[config.mk]
export PLATFORM = sky130hd
export DESIGN_NAME = lbc_cell
export DESIGN_NICKNAME = d
export VERILOG_FILES = /design/src/hdl/lru_block_cache_with_pinning_defines.svh /design/src/hdl/lbc_pkg.sv /design/src/hdl/lbc_cell.sv
export SDC_FILE = /design/constraint.sdc
export NUM_CORES = 1
export LEC_CHECK = 0
export ABC_AREA = 1
export ABC_CLOCK_PERIOD_IN_PS = 36200
export BUFFER_PORTS_ARGS = -buffer_cell sky130_fd_sc_hd__buf_2
export CAP_MARGIN = 20
export CORE_AREA = 2 2 294 296
export CTS_BUF_LIST = sky130_fd_sc_hd__clkbuf_8
export CTS_CLUSTER_SIZE = 16
export DETAILED_ROUTE_END_ITERATION = 7
export DIE_AREA = 0 0 296 298
export PLACE_DENSITY_LB_ADDON = 0.3
export SYNTH_ARGS = -nofsm -noshare
export SYNTH_HDL_FRONTEND = slang
export SYNTH_SLANG_ARGS = --single-unit
[constraint.sdc]
create_clock -name clk -period 36.2 [get_ports clk]
set_clock_uncertainty 0.2 [all_clocks]
set_input_delay 3.62 -clock clk [delete_from_list [all_inputs] [get_ports clk]]
set_output_delay 3.62 -clock clk [all_outputs]
set_load 0.02 [all_outputs]
[src/hdl/lru_block_cache_with_pinning_defines.svh]
// Assertion helpers for the block cache. All checks are sampled on clk and
// are held off while rst_n is low.
`ifndef LRU_BLOCK_CACHE_WITH_PINNING_DEFINES_SVH
`define LRU_BLOCK_CACHE_WITH_PINNING_DEFINES_SVH

// Same-cycle implication.
`define LBC_ASSERT_NOW(lbl, ante, cons, msg) \
  lbl: assert property (@(posedge clk) disable iff (!rst_n) (ante) |-> (cons)) \
    else $error(msg);

// Next-cycle implication.
`define LBC_ASSERT_NEXT(lbl, ante, cons, msg) \
  lbl: assert property (@(posedge clk) disable iff (!rst_n) (ante) |=> (cons)) \
    else $error(msg);

`endif

[src/hdl/lbc_pkg.sv]
package lbc_pkg;

  localparam logic [2:0] CMD_LOOKUP = 3'd0;
  localparam logic [2:0] CMD_INSERT = 3'd1;
  localparam logic [2:0] CMD_PIN    = 3'd2;
  localparam logic [2:0] CMD_UNPIN  = 3'd3;
  localparam logic [2:0] CMD_EVICT  = 3'd4;
  localparam logic [2:0] CMD_INVAL  = 3'd5;

  localparam logic [1:0] ST_OK       = 2'd0;
  localparam logic [1:0] ST_NOTFOUND = 2'd1;
  localparam logic [1:0] ST_NOVICTIM = 2'd2;

  // cell write operations
  localparam logic [2:0] WOP_NONE    = 3'd0;
  localparam logic [2:0] WOP_CLR_ALL = 3'd1;
  localparam logic [2:0] WOP_CLEAR   = 3'd2;
  localparam logic [2:0] WOP_PIN     = 3'd3;
  localparam logic [2:0] WOP_UNPIN   = 3'd4;
  localparam logic [2:0] WOP_STAMP   = 3'd5;
  localparam logic [2:0] WOP_UPDATE  = 3'd6;
  localparam logic [2:0] WOP_NEW     = 3'd7;

  localparam logic [31:0] STAMP_MAX = 32'hFFFF_FFFF;

  // wide enough for any supported depth
  typedef logic [7:0] tok_idx_t;

  typedef struct packed {
    logic [31:0] gen;
    logic [31:0] window;
    logic [31:0] dref;
    logic [31:0] samples;
    logic [63:0] start;
    logic [63:0] step;
  } entry_t;

  typedef struct packed {
    logic        found;
    tok_idx_t    found_idx;
    logic        victim_found;
    tok_idx_t    victim_idx;
    logic [31:0] victim_stamp;
    logic        free_found;
    tok_idx_t    free_idx;
  } scan_tok_t;

  typedef struct packed {
    logic        en;
    logic [2:0]  op;
    tok_idx_t    tgt;
    logic [31:0] key;
    logic [31:0] stamp;
    entry_t      entry;
  } cell_wr_t;

endpackage

[src/hdl/lbc_cell.sv]
module lbc_cell #(
  parameter int IDX_W = 4
) (
  input  logic                clk,
  input  logic                rst_n,
  input  logic [IDX_W-1:0]    cell_idx,
  input  logic [31:0]         scan_key,
  input  lbc_pkg::scan_tok_t  tok_in,
  output lbc_pkg::scan_tok_t  tok_out,
  input  lbc_pkg::cell_wr_t   wr,
  output lbc_pkg::entry_t     entry
);

  logic               valid_r;
  logic               pinned_r;
  logic [31:0]        key_r;
  logic [31:0]        stamp_r;
  lbc_pkg::entry_t    entry_r;
  lbc_pkg::scan_tok_t tok_r;
  lbc_pkg::scan_tok_t tok_nxt;
  lbc_pkg::tok_idx_t  my_idx;
  logic               sel;

  assign my_idx = lbc_pkg::tok_idx_t'(cell_idx);
  assign sel    = wr.en && (wr.tgt == my_idx);

  always_comb begin
    tok_nxt = tok_in;
    if (!tok_in.found && valid_r && key_r == scan_key) begin
      tok_nxt.found     = 1'b1;
      tok_nxt.found_idx = my_idx;
    end
    // strict less-than keeps the lowest index on ties
    if (valid_r && !pinned_r && (!tok_in.victim_found || stamp_r < tok_in.victim_stamp)) begin
      tok_nxt.victim_found = 1'b1;
      tok_nxt.victim_idx   = my_idx;
      tok_nxt.victim_stamp = stamp_r;
    end
    if (!valid_r && !tok_in.free_found) begin
      tok_nxt.free_found = 1'b1;
      tok_nxt.free_idx   = my_idx;
    end
  end

  always_ff @(posedge clk) begin
    tok_r <= tok_nxt;
  end

  always_ff @(posedge clk) begin
    if (!rst_n) begin
      valid_r  <= 1'b0;
      pinned_r <= 1'b0;
    end else if (wr.en) begin
      case (wr.op)
        lbc_pkg::WOP_CLR_ALL: begin
          valid_r  <= 1'b0;
          pinned_r <= 1'b0;
        end
        lbc_pkg::WOP_CLEAR: begin
          if (sel) begin
            valid_r  <= 1'b0;
            pinned_r <= 1'b0;
          end
        end
        lbc_pkg::WOP_PIN: begin
          if (sel) pinned_r <= 1'b1;
        end
        lbc_pkg::WOP_UNPIN: begin
          if (sel) pinned_r <= 1'b0;
        end
        lbc_pkg::WOP_NEW: begin
          if (sel) begin
            valid_r  <= 1'b1;
            pinned_r <= 1'b0;
          end
        end
        default: begin
        end
      endcase
    end
  end

  always_ff @(posedge clk) begin
    if (sel) begin
      case (wr.op)
        lbc_pkg::WOP_NEW: begin
          key_r   <= wr.key;
          entry_r <= wr.entry;
          stamp_r <= wr.stamp;
        end
        lbc_pkg::WOP_UPDATE: begin
          entry_r <= wr.entry;
          stamp_r <= wr.stamp;
        end
        lbc_pkg::WOP_STAMP: begin
          stamp_r <= wr.stamp;
        end
        default: begin
        end
      endcase
    end
  end

  assign tok_out = tok_r;
  assign entry   = entry_r;

endmodule

==> results of run 1 <==
## placed cells by master, fill, tap and decap left out, drive strengths merged, types with 6 or more instances in the layout
cell	count
nand2	142
a21oi	22
clkinv	27
nand3	48
nor3	6
dfxtp	61
o22ai	9
nor2	43
o21ai	13
clkbuf	82
diode	20
buf	747
inv	107
edfxtp	320
ha	31
## kinds of logic (layout without fill, tap and decap cells)
kind of cell,Yosys count,count (layout),synth area share (%)
other,0,20,0
AO/OA/AOI/OAI,56,56,2.51
adder cells (fa/ha/maj),31,31,2.97
XOR/XNOR,8,8,0.536
AND/OR/NAND/NOR,250,250,8.10
flip-flops,381,381,82.9
buffers and inverters,96,971,3.02
## cell type report
cell class	instances	area (um2)
clock buffer	82	1130
multi-input combinational	345	1880
sequential	381	10800
clock inverter	58	400
fill	9182	65100
antenna	20	50.0
timing repair buffer	747	3760
inverter	84	315
tap	1144	1430
## power by group
group / switching, W / internal [W] / total (W)
Combinational: 0.0000283 / 0.0000246 / 0.0000529
Clock: 0.000201 / 0.000247 / 0.000448
Sequential: 0.00000167 / 0.000480 / 0.000482
## routing by layer
| metal | vias up | global-route usage, % |
|---|---|---|
| met2 | 543 | 21.7 |
| met4 | 16 | 4.35 |
| met1 | 4618 | 12.5 |
| met3 | 141 | 6.87 |
| met5 | - | 0 |
| li1 | 4589 | - |
## through the flow
stage	utilization, %	setup slack [ns]
3_3_place_gp	21.5	29.76
6_report	23.3	30.19
2_1_floorplan	-	20.32
4_1_cts	23.3	30.41
3_5_place_dp	21.5	29.63
5_1_grt	23.3	30.14
## flip-flops by register name, indices dropped and copies added, names as in the netlist
name / cells
valid_r: 1
tok_out: 59
stamp_r: 32
entry: 256
pinned_r: 1
key_r: 32
## critical path: stages
cell,delay [ns]
buf_2,0.13
inv_1,0.07
nor2_1,0.04
nor4_1,0.41
nand4_1,0.41
nor2_4,0.37
buf_12,0.47
## path summary, 6_finish.rpt
check | endpoint | cells past startpoint
setup reg to reg | tok_out[40]$_DFF_P_ | 11
setup / recovery | entry[107]$_DFFE_PP_ | 7
hold / removal | tok_out[38]$_DFF_P_ | 2
hold reg to reg | tok_out[38]$_DFF_P_ | 2
==> out/results.ini, run 1 <==
[run_status]
status=finished, final reports clean

[drt]
met2WireLength_um=28200
vias=9907
drt_wl_total_um=56900
drtAntennaViolNets=0
vias_per_cell=3.46
top_layer=met5
wl_met1_um=19800
dr.pass1.iters=7
drcViolationCount=0
routed-wl-met3_um=7030
drt_iter0_markers=341
routedWlPerCell_um=19.9

[cells_and_area]
final_cell_count_no_fill=2861
synthToLayoutAreaGrowth_pct=51.5
final_layout_size_suffix_gt1_share_pct=50.8
final_nets=2095
fin_area_um2=19800

[place]
portBuffers=743
dp.cells=2701
gp_congestion=0.896
dpl_cell_area_um2=18200
place_hpwl_um=46200

[clock_network]
cts_tree=yes
clk_pin_slew_ns=0.07
postCtsHoldBufs=0
cts.path.max_buffers=3
clk-insertion-delay-late_ns=0.71
cts-htree-levels=3
cts_root_buf=clkbuf_8
cts_buffers=76
post_cts_buffers=0
clock_sinks=381
cts-resized-gates=0

[global_route]
grt_max_degree=186
grt_pass1_vias=10700
antenna_found_initial=52
grt_pass1_wl_um=76900
grt_usage_pct=12.5
grt-ovfl-total=0

[power_and_ir_drop]
power_leakage_nw=8.57
power_w=0.000982
vdd_ir_drop_max_uv=28.3
powerDensity_nw_per_um2=49.6

[timing]
tns_ns=0
setup_viol=0
finalCritPeriodShare_pct=16.6
hold_viol=0
post-route-min-period_ns=6.01
maxSlewViolCount=0
max-slew-margin-rel_pct=5.18
rsz0062_at_grt=false
whs_ns=0.292
fmax_mhz=166
tightest_slew_ns=1.42

[synth]
syn-num-nets=1282
yosys.area.top_type=edfxtp_1
synth_top_area_share_pct=73.5
syn_avg_cell_area_um2=15.9
ys_warn_count=0
synthTopCellsByArea=edfxtp_1 (74%), dfxtp_1 (9.3%), nand2_1 (4.0%)
synth_seq_cells=381
synth.most_common_cell=edfxtp_1
synth_cell_types=29
yosysSeqAreaShare_pct=82.9
synthesis.instances=822
synth-edff-count=320
syn-cell-area_um2=13100
synth_common_cells=edfxtp_1 (320), nand2_1 (139), inv_1 (84)
async_flop_share_pct=0
synthFlopType=edfxtp_1

[setup_path]
required_ns=36.27
worstReg2RegStart=stamp_r[21]$_DFFE_PP_
start_kind=primary input
rrSetupSlack_ns=33.38
critPathLaunch=cell_idx[0]
setup.worst_path.end_class=register
path_class=in -> reg
arrival_ns=6.09
worstPathMaxFanout=185

[die]
die_y_um=298
row_count=107
start_util_pct=15.4
ioPinCount=744
core_area_um2=84900
dieArea_um2=88200
die_x_um=296

[job]
maxCapViolCount=0

[min_path]
hold_path_startpoint=stamp_r[29]$_DFFE_PP_
hp-class=reg -> reg

Note: power is estimated with default switching activity, not from simulation.
==> run 2: changes to the inputs <==
--- a/config.mk
+++ b/config.mk
@@ -6,7 +6,7 @@
 export NUM_CORES = 1
 export LEC_CHECK = 0
 export ABC_AREA = 1
-export ABC_CLOCK_PERIOD_IN_PS = 36200
+export ABC_CLOCK_PERIOD_IN_PS = 5100
 export BUFFER_PORTS_ARGS = -buffer_cell sky130_fd_sc_hd__buf_2
 export CAP_MARGIN = 20
 export CORE_AREA = 2 2 294 296
==> constraint.sdc (replaced) <==
create_clock -name clk -period 5.1 [get_ports clk]
set_clock_uncertainty 0.2 [all_clocks]
set_input_delay 0.51 -clock clk [delete_from_list [all_inputs] [get_ports clk]]
set_output_delay 0.51 -clock clk [all_outputs]
set_load 0.02 [all_outputs]
==> out/results.ini, run 2 (synthesis results as in run 1) <==
[run_status]
status=finished, final reports clean

[setup_path]
worstPathMaxFanout=41  ; -78%
crit_family=simple AND/OR/NAND/NOR gates
worstReg2RegStart=stamp_r[17]$_DFFE_PP_
slowest_stage=dlygate4sd3_1
slowest_delay_ns=0.56  ; +0.09 ns
cp_num_buf_inv=4  ; +1
rr_worst_depth=12  ; +1
start_kind=primary input
path_cells=dlygate4sd3_1 > buf_2 > inv_1 > ha_1 > a21oi_1 > nor2_1 > nor2_1 > nand3_1 > a21oi_1 > nand2_2 > nand2_4 > nand2_4 > nand2_1 > nand2_1 > dlygate4sd3_1
crit_cells=15  ; +8
arrival_ns=3.87  ; -2.22 ns
setup.worst_path.end_class=register
endpoint=tok_out[44]$_DFF_P_
r2r_end=tok_out[44]$_DFF_P_
path_class=in -> reg
critPathLaunch=tok_in[30]
rrSetupSlack_ns=1.72  ; -31.66 ns
required_ns=5.42  ; -30.85 ns

[die]
ioPinCount=744  ; unchanged
core_area_um2=84900  ; unchanged
die_y_um=298  ; unchanged
row_count=107  ; unchanged
dieArea_um2=88200  ; unchanged
die_x_um=296  ; unchanged
start_util_pct=15.4  ; unchanged

[cells_and_area]
num-fill-cells=8903  ; -3.0%
seqCellArea_um2=10800  ; unchanged
final_common_cell=buf_2
largest_register_ffs=256  ; unchanged
final_core_util_pct=27.8  ; +4.5 points
multi_input_area_um2=1900  ; +1.2%
fin_area_um2=23600  ; +19%
mostFrequentLayoutCells=buf_2 (743), dlygate4sd3_1 (386), edfxtp_1 (320), nand2_1 (139), inv_1 (107)
final_layout_size_suffix_gt1_share_pct=41.5  ; -9.3 points
final_nets=2482  ; +18%
synthToLayoutAreaGrowth_pct=80.8

[clock_network]
cts_root_buf=clkbuf_8
clock_sinks=381  ; unchanged
post_cts_buffers=0  ; unchanged
cts_tree=yes
clk-insertion-delay-late_ns=0.66  ; -0.05 ns
postCtsHoldBufs=386  ; +386
cts.path.max_buffers=3  ; unchanged
clk_pin_slew_ns=0.06  ; about the same
cts-resized-gates=0  ; unchanged
cts_buffers=73  ; -3.9%
cts-htree-levels=3  ; unchanged

[job]
maxCapViolCount=0  ; unchanged

[global_route]
use_met1_pct=12.7  ; +0.14 points
met2_usage_pct=23.3  ; +1.6 points
grt_usage_pct=12.8  ; +0.30 points
grt_max_degree=110  ; -41%
grtUsageMet3_pct=5.53  ; -1.3 points
grt_pass1_vias=12500  ; +17%
grt-ovfl-total=0  ; unchanged
grt_pass1_wl_um=80900  ; +5.2%
antenna_found_initial=29  ; -44%
busiest_layer=met2

[drt]
drtAntennaViolNets=0  ; unchanged
dr.pass1.iters=4  ; -3
drcViolationCount=0  ; unchanged
routedWlPerCell_um=18.2  ; -8.2%
vias=11400  ; +15%
drt_iter0_markers=392  ; +15%
drt_wl_total_um=59000  ; +3.7%
vias_per_cell=3.52  ; +1.7%

[power_and_ir_drop]
power_leakage_nw=10.2  ; +19%
powerDensity_nw_per_um2=296  ; +500%
power_w=0.00699  ; +610%
vdd_ir_drop_max_uv=162  ; +470%

[timing]
setup_viol=0  ; unchanged
rsz0062_at_grt=false
maxSlewViolCount=0  ; unchanged
tns_ns=0  ; unchanged
tightest_slew_ns=1.02  ; -0.407 ns
finalCritPeriodShare_pct=69.6
fmax_mhz=282
max-slew-margin-rel_pct=32.1  ; +27 points
hold_viol=0  ; unchanged
post-route-min-period_ns=3.55
whs_ns=0.103  ; -0.189 ns

[place]
gp_congestion=0.877  ; -2.2%
dpl_cell_area_um2=18300  ; +0.59%
place_hpwl_um=46900  ; +1.5%
portBuffers=743  ; unchanged

[min_path]
hp-class=in -> reg
hold_path_startpoint=tok_in[1]

## run 2: how the worst min path moves through the flow
stage,slack (ns),cells past startpoint,to
after global routing,0.02,3,tok_out[1]$_DFF_P_
after detailed placement,0.30,2,tok_out[9]$_DFF_P_
after floorplan,0.24,2,pinned_r$_SDFFE_PN0P_
after global placement,0.28,2,pinned_r$_SDFFE_PN0P_
final,0.10,3,tok_out[1]$_DFF_P_
after CTS,0.003,3,tok_out[1]$_DFF_P_
## run 2: layer usage
layer	share of wire (%)	vias to the layer above
met5	0.15	-
met4	3.0	14
met3	11	118
met2	51	533
met1	35	5366
li1	-	5343
## run 2: worst min-delay path, delay by kind of cell
family | cells | cell delay, ns
and+or+nand+nor | 1 | 0.14
AOI/OAI and AO/OA | 1 | 0.11
buffers and inverters | 1 | 0.10
## run 2: layout make-up
cell class	count	area share (%)
clock buffer	78	4.54
antenna	9	0.0953
inverter	84	1.36
tap	1144	6.06
timing repair buffer	1137	32.6
clock inverter	53	1.44
sequential	381	45.8
multi-input combinational	345	8.05
## run 2: power breakdown
part / switching, W / total [W] / internal [W]
Combinational: 0.000271 / 0.000641 / 0.000370
Sequential: 0.0000125 / 0.00342 / 0.00341
Clock: 0.00135 / 0.00293 / 0.00158
Total: 0.00164 / 0.00699 / 0.00536
## run 2: metrics by stage
stage / cells / setup WS (ns)
2_1_floorplan: 822 / -0.378
3_3_place_gp: 2704 / 1.99
3_5_place_dp: 2705 / 1.93
4_1_cts: 3222 / 1.58
5_1_grt: 3230 / 1.37
6_report: 3231 / 1.55
==> run 3: changes to the inputs <==
--- a/config.mk
+++ b/config.mk
@@ -6,7 +6,7 @@
 export NUM_CORES = 1
 export LEC_CHECK = 0
 export ABC_AREA = 1
-export ABC_CLOCK_PERIOD_IN_PS = 5100
+export ABC_CLOCK_PERIOD_IN_PS = 3400
 export BUFFER_PORTS_ARGS = -buffer_cell sky130_fd_sc_hd__buf_2
 export CAP_MARGIN = 20
 export CORE_AREA = 2 2 294 296
==> constraint.sdc (replaced) <==
create_clock -name clk -period 3.4 [get_ports clk]
set_clock_uncertainty 0.2 [all_clocks]
set_input_delay 0.34 -clock clk [delete_from_list [all_inputs] [get_ports clk]]
set_output_delay 0.34 -clock clk [all_outputs]
set_load 0.02 [all_outputs]
==> out/results.ini, run 3 (synthesis results as in run 1) <==
[clock_network]
cts_tree=yes
clock_sinks=381  ; unchanged
cts_root_buf=clkbuf_8
cts.path.max_buffers=3  ; unchanged
cts_buffers=72  ; -1.4%
cts-htree-levels=3  ; unchanged
clk-insertion-delay-late_ns=0.63  ; -0.03 ns
post_cts_buffers=0  ; unchanged
clk_pin_slew_ns=0.06  ; about the same

[global_route]
grt-ovfl-total=0  ; unchanged
grt_max_degree=76  ; -31%
grt_usage_pct=12.8  ; +0.021 points
grt_pass1_wl_um=81100  ; +0.24%
antenna_found_initial=25  ; -14%
grt_pass1_vias=12500  ; -0.19%

[die]
start_util_pct=15.4  ; unchanged
row_count=107  ; unchanged
die_y_um=298  ; unchanged
ioPinCount=744  ; unchanged
core_area_um2=84900  ; unchanged
dieArea_um2=88200  ; unchanged
die_x_um=296  ; unchanged

[setup_path]
arrival_ns=3.57  ; -0.30 ns
crit_family=simple AND/OR/NAND/NOR gates
slowest_stage=dlygate4sd3_1
slowest_delay_ns=0.56  ; about the same
start_kind=register
cp_num_buf_inv=2  ; -2
path_class=reg -> reg
required_ns=3.79  ; -1.63 ns
worstPathMaxFanout=24  ; -41%
path_cells=ha_1 > a21oi_1 > nor2_1 > nor2_1 > nand3_1 > a21oi_1 > nand2_2 > nand2_4 > buf_6 > nand3_1 > nand2_1 > dlygate4sd3_1
setup.worst_path.end_class=register

[cells_and_area]
final_nets=2513  ; +1.2%
largest_register_ffs=256  ; unchanged
multi_input_area_um2=1900  ; unchanged
mostFrequentLayoutCells=buf_2 (743), dlygate4sd3_1 (410), edfxtp_1 (320), nand2_1 (139), inv_1 (103)
num-fill-cells=8848  ; -0.62%
synthToLayoutAreaGrowth_pct=83.8
final_layout_size_suffix_gt1_share_pct=41.8  ; +0.23 points
seqCellArea_um2=10800  ; unchanged
final_common_cell=buf_2
final_cell_count_no_fill=3265  ; +1.1%

[job]
maxCapViolCount=0  ; unchanged

[timing]
timing.final.ws_setup_ns=0.218  ; -1.33 ns
finalCritPeriodShare_pct=93.6
post-route-min-period_ns=3.18
fmax_mhz=314
maxSlewViolCount=0  ; unchanged
rsz0062_at_grt=false
setup_viol=0  ; unchanged
tightest_slew_ns=0.524  ; -0.492 ns
max-slew-margin-rel_pct=65.1  ; +33 points
hold_viol=0  ; unchanged

[place]
gp_congestion=0.845  ; -3.7%
dp.cells=2713  ; +0.30%
place_hpwl_um=47100  ; +0.47%
dpl_worst_slack_ns=0.565  ; -1.37 ns
portBuffers=743  ; unchanged

[drt]
drtAntennaViolNets=0  ; unchanged
vias_per_cell=3.52  ; -0.13%
drt_wl_total_um=58900  ; -0.10%
drt_iter0_markers=413  ; +5.4%
drcViolationCount=0  ; unchanged
dr.pass1.iters=5  ; +1
vias=11500  ; +0.92%
routedWlPerCell_um=18.0  ; -1.1%

[power_and_ir_drop]
powerDensity_nw_per_um2=449  ; +52%
power_leakage_nw=10.4  ; +1.8%
vdd_ir_drop_max_uv=255  ; +57%

[run_status]
status=finished, final reports clean

[min_path]
hp-class=in -> reg

[run 3: path summary, 6_finish.rpt]
kind / slack [ns] / from / endpoint / cells past startpoint
max: 0.22 / stamp_r[21]$_DFFE_PP_ / tok_out[42]$_DFF_P_ / 12
min: 0.11 / scan_key[29] / tok_out[58]$_SDFF_PP1_ / 6
max reg2reg: 0.22 / stamp_r[21]$_DFFE_PP_ / tok_out[42]$_DFF_P_ / 12
min reg2reg: 0.31 / pinned_r$_SDFFE_PN0P_ / pinned_r$_SDFFE_PN0P_ / 2
[run 3: report_power, final]
part	internal [W]	switching (W)	leakage, nW
combinational	0.000581	0.000409	6.13
clock	0.00263	0.00204	0.848
sequential	0.00511	0.0000179	3.39
[run 3: worst register-to-register path: stages, from the launching register on]
cell	delay (ns)
edfxtp_1	0.40
ha_1	0.30
a21oi_1	0.23
nor2_1	0.07
nor2_1	0.09
nand3_1	0.11
a21oi_1	0.17
nand2_2	0.09
nand2_4	0.22
buf_6	0.27
nand3_1	0.28
nand2_1	0.14
dlygate4sd3_1	0.56
[run 3: timing repair]
| item | in CTS | in global routing |
|---|---|---|
| endpoints found under the setup margin | 0 | 1 |
| endpoints found under the hold margin | 380 | 0 |
| resized for setup | 0 | 1 |
| hold buffers | 410 | 0 |
[run 3: final cells by class]
cell class,instances,area share [%]
Sequential cell,381,45.1
Timing Repair Buffer,1169,33.3
Multi-Input combinational cell,345,7.92
Tap cell,1144,5.96
Clock buffer,90,5.16
Inverter,84,1.33
Clock inverter,43,1.18
Antenna cell,9,0.0937
[run 3: per-stage QoR]
| step | util (%) | TNS, ns | instance area [um2] | hold slack (ns) | power, W |
|---|---|---|---|---|---|
| after floorplan | - | -488.57 | 13100 | 0.236 | 0.00541 |
| after global placement | 21.6 | 0 | 18400 | 0.281 | 0.00581 |
| after detailed placement | 21.6 | 0 | 18400 | 0.294 | 0.00582 |
| after CTS | 28.3 | 0 | 24000 | 0.00740 | 0.0110 |
| after global routing | 28.3 | 0 | 24000 | 0.0624 | 0.0113 |
| final | 28.3 | 0 | 24000 | 0.111 | 0.0108 |
[run 3: layer usage]
layer  part of all wire (%)  global-route usage (%)  vias up
met3                     11                    5.84      112
met4                    2.5                    4.11       14
met2                     51                    23.5      540
li1                       -                       -     5413
met5                   0.15                       0        -
met1                     35                    12.6     5400
